[src/assert_macros.svh]
// Assertion macros for the RTL files, included by rate_weighted_process_pick.
// Each macro samples on the rising edge of clk and is disabled while rst_n is low.
`ifndef ASSERT_MACROS_SVH
`define ASSERT_MACROS_SVH

// Implication checked on every clock edge outside reset
`define ASSERT_IMPL(label, ante, cons, msg) \
    label: assert property (@(posedge clk) disable iff (!rst_n) (ante) |-> (cons)) \
        else $error(msg);

// Plain condition that must hold on every clock edge outside reset
`define ASSERT_ALWAYS(label, cond, msg) \
    label: assert property (@(posedge clk) disable iff (!rst_n) (cond)) \
        else $error(msg);

`endif

[src/rwpp_pkg.sv]
// ----------------------------------------------------------------------------
// Rate-weighted pick package
// Shared types and fixed field widths for the rate-weighted process pick block.
// ----------------------------------------------------------------------------
`timescale 1ns / 1ps
`default_nettype none

package rwpp_pkg;

    localparam int RATE_W  = 32;
    localparam int SITES_W = 16;
    localparam int FRAC_W  = 32;
    localparam int IDX_W   = 8;
    localparam int COUNT_W = 9;

    localparam logic [COUNT_W-1:0] COUNT_RESET = 9'd256;

    localparam logic OP_WRITE = 1'b0;
    localparam logic OP_PICK  = 1'b1;

    // One table entry as held in the memory
    typedef struct packed {
        logic [RATE_W-1:0]  rate;
        logic [SITES_W-1:0] sites;
    } entry_t;

    localparam int ENTRY_W = $bits(entry_t);

    typedef enum logic [2:0] {
        ST_CLEAR,
        ST_IDLE,
        ST_WR_UPD,
        ST_PK_DRAW,
        ST_PK_WALK,
        ST_DONE
    } state_t;

endpackage

`default_nettype wire

[src/rwpp_draw.sv]
// ----------------------------------------------------------------------------
// Draw scaler
// Forms (fraction * total) >> 32 exactly in two stages: two partial products,
// then their aligned sum. The result holds until the next start.
// ----------------------------------------------------------------------------
`timescale 1ns / 1ps
`default_nettype none

module rwpp_draw #(
    parameter int TOTAL_W = 40
) (
    input  wire logic                        clk,
    input  wire logic                        rst_n,
    input  wire logic                        start,
    input  wire logic [rwpp_pkg::FRAC_W-1:0] frac,
    input  wire logic [TOTAL_W-1:0]          total,
    output      logic                        done,
    output      logic [TOTAL_W-1:0]          draw
);

    import rwpp_pkg::*;

    logic                    s1_vld_reg;
    logic                    done_reg;
    logic [63:0]             p_lo_reg;
    logic [TOTAL_W-1:0]      p_hi_reg;
    logic [TOTAL_W-1:0]      draw_reg;
    logic [TOTAL_W-1:0]      draw_next;

    // Align the low product under the high one
    assign draw_next = p_hi_reg + TOTAL_W'(p_lo_reg[63:32]);

    // Track the beat through both stages
    always_ff @(posedge clk or negedge rst_n)
    begin
        if (!rst_n)
        begin
            s1_vld_reg <= 1'b0;
            done_reg   <= 1'b0;
        end
        else
        begin
            s1_vld_reg <= start;
            done_reg   <= s1_vld_reg;
        end
    end

    // Partial products, then the sum
    always_ff @(posedge clk)
    begin
        if (start)
        begin
            p_lo_reg <= 64'(frac) * 64'(total[31:0]);
            p_hi_reg <= TOTAL_W'(frac) * TOTAL_W'(total[TOTAL_W-1:32]);
        end
        if (s1_vld_reg)
        begin
            draw_reg <= draw_next;
        end
    end

    assign done = done_reg;
    assign draw = draw_reg;

endmodule

`default_nettype wire
[config.mk]
export PLATFORM = sky130hd
export DESIGN_NAME = rwpp_draw
export DESIGN_NICKNAME = d
export VERILOG_FILES = /design/src/assert_macros.svh /design/src/rwpp_pkg.sv /design/src/rwpp_draw.sv
export SDC_FILE = /design/constraint.sdc
export NUM_CORES = 2
export LEC_CHECK = 0
export BUFFER_PORTS_ARGS = -buffer_cell sky130_fd_sc_hd__buf_4
export CAP_MARGIN = 20
export CELL_PAD_IN_SITES_DETAIL_PLACEMENT = 0
export CELL_PAD_IN_SITES_GLOBAL_PLACEMENT = 1
export CORE_MARGIN = 5
export CORE_UTILIZATION = 30
export DETAILED_ROUTE_END_ITERATION = 12
export PLACE_DENSITY = 0.56
export REMOVE_ABC_BUFFERS = 1
export SYNTH_ARGS = -nofsm -noshare
export SYNTH_HDL_FRONTEND = slang
export SYNTH_SLANG_ARGS = --single-unit
[constraint.sdc]
create_clock -name clk -period 5.15 [get_ports clk]
set_input_delay 0.2575 -clock clk [delete_from_list [all_inputs] [get_ports clk]]
set_output_delay 0.2575 -clock clk [all_outputs]
set_load 0.02 [all_outputs]
==> impl_results.html <==
<table>
<tr><th>Metric</th><th>Value</th></tr>
<tr><th colspan="2">Synthesis</th></tr>
<tr><td>Area of the mapped netlist</td><td>45000 sq um</td></tr>
<tr><td>Synth Instances</td><td>4772</td></tr>
<tr><td>Synth cell count leaders</td><td>sky130_fd_sc_hd__fa_1, sky130_fd_sc_hd__inv_1, sky130_fd_sc_hd__and2_1</td></tr>
<tr><td>Mapped Avg Cell Area</td><td>9.42 sq um</td></tr>
<tr><td>Proportion of netlist area held by the largest area contributor</td><td>47.9%</td></tr>
<tr><td>Top FF cell, synth</td><td>sky130_fd_sc_hd__edfxtp_1</td></tr>
<tr><td>Biggest area consumer among synthesized cells</td><td>sky130_fd_sc_hd__fa_1</td></tr>
<tr><td>Number of enable-type register cells in the synthesized netlist</td><td>112</td></tr>
<tr><td>Most instantiated library cell after synthesis</td><td>sky130_fd_sc_hd__fa_1</td></tr>
<tr><td>Sequential fraction of the synthesis area</td><td>7.59%</td></tr>
<tr><td>Fraction of registers with async set or reset after synthesis</td><td>1.75%</td></tr>
<tr><td>Number of unique standard cell types used by synthesis</td><td>72</td></tr>
<tr><td>Count of state elements after synthesis</td><td>114</td></tr>
<tr><td>Top cells by area, synth</td><td>sky130_fd_sc_hd__fa_1, sky130_fd_sc_hd__and2_1, sky130_fd_sc_hd__ha_1</td></tr>
<tr><td>Syn. warnings</td><td>0</td></tr>
<tr><th colspan="2">Timing</th></tr>
<tr><td>Number of hold-slack violations in the final timing report</td><td>0</td></tr>
<tr><td>Peak Freq</td><td>0.142 GHz</td></tr>
<tr><td>Worst Skew</td><td>11.5 ps</td></tr>
<tr><td>Total setup violations reported at the end of the flow</td><td>32</td></tr>
<tr><td>Final setup slack of the worst path</td><td>-1870 ps</td></tr>
<tr><td>Worst-margin pin slew</td><td>972 ps</td></tr>
<tr><td>Final critical path time including I/O delays and setup</td><td>7020 ps</td></tr>
<tr><td>Headroom to the max-slew limit</td><td>35.2%</td></tr>
<tr><td>Final-layout worst hold slack</td><td>124 ps</td></tr>
<tr><td>Unrepaired setup endpoints after global routing</td><td>true</td></tr>
<tr><td>Post-route fraction of the period consumed by the critical path</td><td>136%</td></tr>
<tr><td>Number of pins with negative max-slew slack in the final report</td><td>0</td></tr>
<tr><th colspan="2">Clock network</th></tr>
<tr><td>Clock buffer count from CTS</td><td>17</td></tr>
<tr><td>Clock sinks</td><td>114</td></tr>
<tr><td>Htree depth</td><td>4</td></tr>
<tr><td>CTS tree</td><td>yes</td></tr>
<tr><td>Register clock-pin slew on the reported worst setup and hold paths</td><td>60 ps</td></tr>
<tr><td>Root Buffer Master</td><td>sky130_fd_sc_hd__clkbuf_16</td></tr>
<tr><td>Maximum root-to-sink buffer count</td><td>2</td></tr>
<tr><td>Clock insertion delay at the later pin of the skew report</td><td>460 ps</td></tr>
<tr><th colspan="2">Global routing</th></tr>
<tr><td>Total gr overflow</td><td>0</td></tr>
<tr><td>Vias in the first global route</td><td>35400</td></tr>
<tr><td>Overall track demand over capacity in global routing</td><td>17.3%</td></tr>
<tr><td>First-pass GRT wire length</td><td>212 mm</td></tr>
<tr><td>Pin count of the biggest net entering global routing</td><td>50</td></tr>
<tr><td>Initial antenna violation count</td><td>4</td></tr>
<tr><th colspan="2">Cells and area</th></tr>
<tr><td>Finished Core Util</td><td>35.8%</td></tr>
<tr><td>Share of post-route cells with drive strength above 1</td><td>16.7%</td></tr>
<tr><td>Area added between synthesis and finish</td><td>19.1%</td></tr>
<tr><td>Nets@finish</td><td>6601</td></tr>
<tr><th colspan="2">Worst setup path</th></tr>
<tr><td>Crit Path Class</td><td>in2reg</td></tr>
<tr><td>Critical path data required time</td><td>5360 ps</td></tr>
<tr><td>Crit path max fanout</td><td>7</td></tr>
<tr><td>Signal arrival time at the worst endpoint</td><td>7220 ps</td></tr>
<tr><td>Worst setup slack for register-to-register paths</td><td>1460 ps</td></tr>
<tr><td>Reg-to-Reg Start</td><td>p_lo_reg[33]</td></tr>
<tr><td>Cell at the slowest stage of the critical path</td><td>sky130_fd_sc_hd__fa_2</td></tr>
<tr><td>Nature of the critical path startpoint</td><td>input port</td></tr>
<tr><td>Worst R2R End</td><td>draw[35]</td></tr>
<tr><td>Stages on the worst setup path</td><td>31</td></tr>
<tr><td>Number of buffers and inverters on the critical path</td><td>12</td></tr>
<tr><td>Delay contributed by the slowest stage of the critical path</td><td>570 ps</td></tr>
<tr><td>Register-to-Register Path Depth</td><td>11</td></tr>
<tr><td>Element type at the critical path end</td><td>register</td></tr>
<tr><td>Top Family by Delay on Critical Path</td><td>adder cells</td></tr>
<tr><th colspan="2">Routing</th></tr>
<tr><td>Average wire per cell in the routed design</td><td>18.7 um</td></tr>
<tr><td>Number of vias in the routed layout</td><td>32000</td></tr>
<tr><td>Drt via density</td><td>4.48</td></tr>
<tr><td>Number of remaining DRC errors</td><td>0</td></tr>
<tr><td>Total wire length after detailed routing</td><td>133 mm</td></tr>
<tr><td>Number of iterations in the first detailed-routing pass</td><td>5</td></tr>
<tr><td>Initial detailed-routing violation count</td><td>1427</td></tr>
<tr><td>Antenna violation net count after detailed routing</td><td>0</td></tr>
<tr><th colspan="2">Place</th></tr>
<tr><td>Count of input and output buffers</td><td>115</td></tr>
<tr><td>HPWL reported at the end of detailed placement</td><td>116 mm</td></tr>
<tr><td>RD Place Congestion</td><td>0.823</td></tr>
<tr><th colspan="2">Run</th></tr>
<tr><td>Number of max-cap violations</td><td>0</td></tr>
<tr><th colspan="2">Floorplanning</th></tr>
<tr><td>Area of the die</td><td>158000 sq um</td></tr>
<tr><td>Die Width</td><td>397 um</td></tr>
<tr><td>Placeable core region</td><td>149000 sq um</td></tr>
<tr><td>Number of primary I/O pins</td><td>116</td></tr>
<tr><td># rows</td><td>142</td></tr>
<tr><td>Initial core utilization</td><td>30.1%</td></tr>
<tr><td>Die height</td><td>397 um</td></tr>
<tr><th colspan="2">Hold path</th></tr>
<tr><td>Classification of the worst-slack hold path</td><td>in2async</td></tr>
<tr><th colspan="2">Outcome</th></tr>
<tr><td>Result of the run</td><td>complete, but fails checks</td></tr>
<tr><td>Violations in the final reports</td><td>negative setup slack</td></tr>
</table>
==> per-layer routing <==
layer,routed length (um),up-vias,global-route usage [%]
li1,-,14700,-
met1,62900,16900,24.6
met2,65600,373,29.8
met3,3680,61,1.69
met4,1240,0,1.85
met5,0,-,0
==> worst max-delay path by stage <==
stage | from | to | slack [ps]
after floorplan | frac[26] | p_lo_reg[54] | -1830
after global placement | frac[16] | p_lo_reg[63] | -3030
after detailed placement | total[8] | p_lo_reg[63] | -3040
after CTS | total[26] | p_lo_reg[63] | -1830
after global routing | frac[11] | p_lo_reg[63] | -2040
final | frac[13] | p_lo_reg[56] | -1870
==> per-stage QoR <==
stage	instance area, sq um	setup TNS (ps)	std cells	setup slack [ps]
4_1_cts	52900	-52270	7115	-1830
5_1_grt	53500	-60140	7127	-2040
3_5_place_dp	50600	-96350	7050	-3040
2_1_floorplan	44000	-47620	4513	-1830
6_report	53600	-54280	7133	-1870
3_3_place_gp	50600	-96250	7050	-3030
==> cell families after synthesis <==
logic type	count (synthesis)	synth area share [%]
buf+inv	1309	10.9
simple gates	1521	17.5
xor+xnor	100	1.95
compound gates	297	4.25
flops	114	7.59
fa+ha+maj	1428	57.7
mux	3	0.0696
==> layout by cell type (no fill, tap or decap), types with 6 or more instances in the layout <==
cell,instances
sky130_fd_sc_hd__a21oi_1,80
sky130_fd_sc_hd__buf_8,23
sky130_fd_sc_hd__inv_1,1019
sky130_fd_sc_hd__a21oi_4,10
sky130_fd_sc_hd__and2_1,693
sky130_fd_sc_hd__ha_1,324
sky130_fd_sc_hd__nand3_1,27
sky130_fd_sc_hd__buf_6,67
sky130_fd_sc_hd__nand4_1,21
sky130_fd_sc_hd__buf_12,35
sky130_fd_sc_hd__o21bai_1,11
sky130_fd_sc_hd__a31oi_1,8
sky130_fd_sc_hd__buf_4,433
sky130_fd_sc_hd__ha_4,25
sky130_fd_sc_hd__inv_2,31
sky130_fd_sc_hd__o21ai_1,7
sky130_fd_sc_hd__o211ai_1,6
sky130_fd_sc_hd__nor3_1,13
sky130_fd_sc_hd__nor2_1,49
sky130_fd_sc_hd__xnor2_1,65
sky130_fd_sc_hd__o21ai_0,36
sky130_fd_sc_hd__edfxtp_1,112
sky130_fd_sc_hd__and3_1,11
sky130_fd_sc_hd__a21oi_2,18
sky130_fd_sc_hd__clkbuf_16,17
sky130_fd_sc_hd__a21o_1,54
sky130_fd_sc_hd__diode_2,6
sky130_fd_sc_hd__nand2_1,595
sky130_fd_sc_hd__nand2_2,6
sky130_fd_sc_hd__fa_2,54
sky130_fd_sc_hd__fa_1,1022
sky130_fd_sc_hd__and2_4,42
sky130_fd_sc_hd__o21a_1,8
sky130_fd_sc_hd__nor2b_1,15
sky130_fd_sc_hd__xor2_1,26
sky130_fd_sc_hd__nand2b_1,12
==> timing repair <==
action                     in CTS  in global routing
pin swaps                     183                 95
hold endpoints to repair        2                  0
buffers inserted               33                 14
hold buffers                    1                  0
gates cloned                    4                  0
setup endpoints to repair      47                 46
resized for setup             342                121
==> cell type report <==
cell class / count / area [sq um]
Antenna cell: 6 / 15.0
Timing Repair Buffer: 566 / 5260
Fill cell: 15300 / 95900
Inverter: 1050 / 3940
Clock buffer: 18 / 429
Clock inverter: 14 / 140
Tap cell: 2016 / 2520
Multi-Input combinational cell: 3349 / 37800
Sequential cell: 114 / 3410
Power is left out: the tool's default activity adds up to more than one toggle a clock period on the data nets, which glitch-free logic cannot reach.
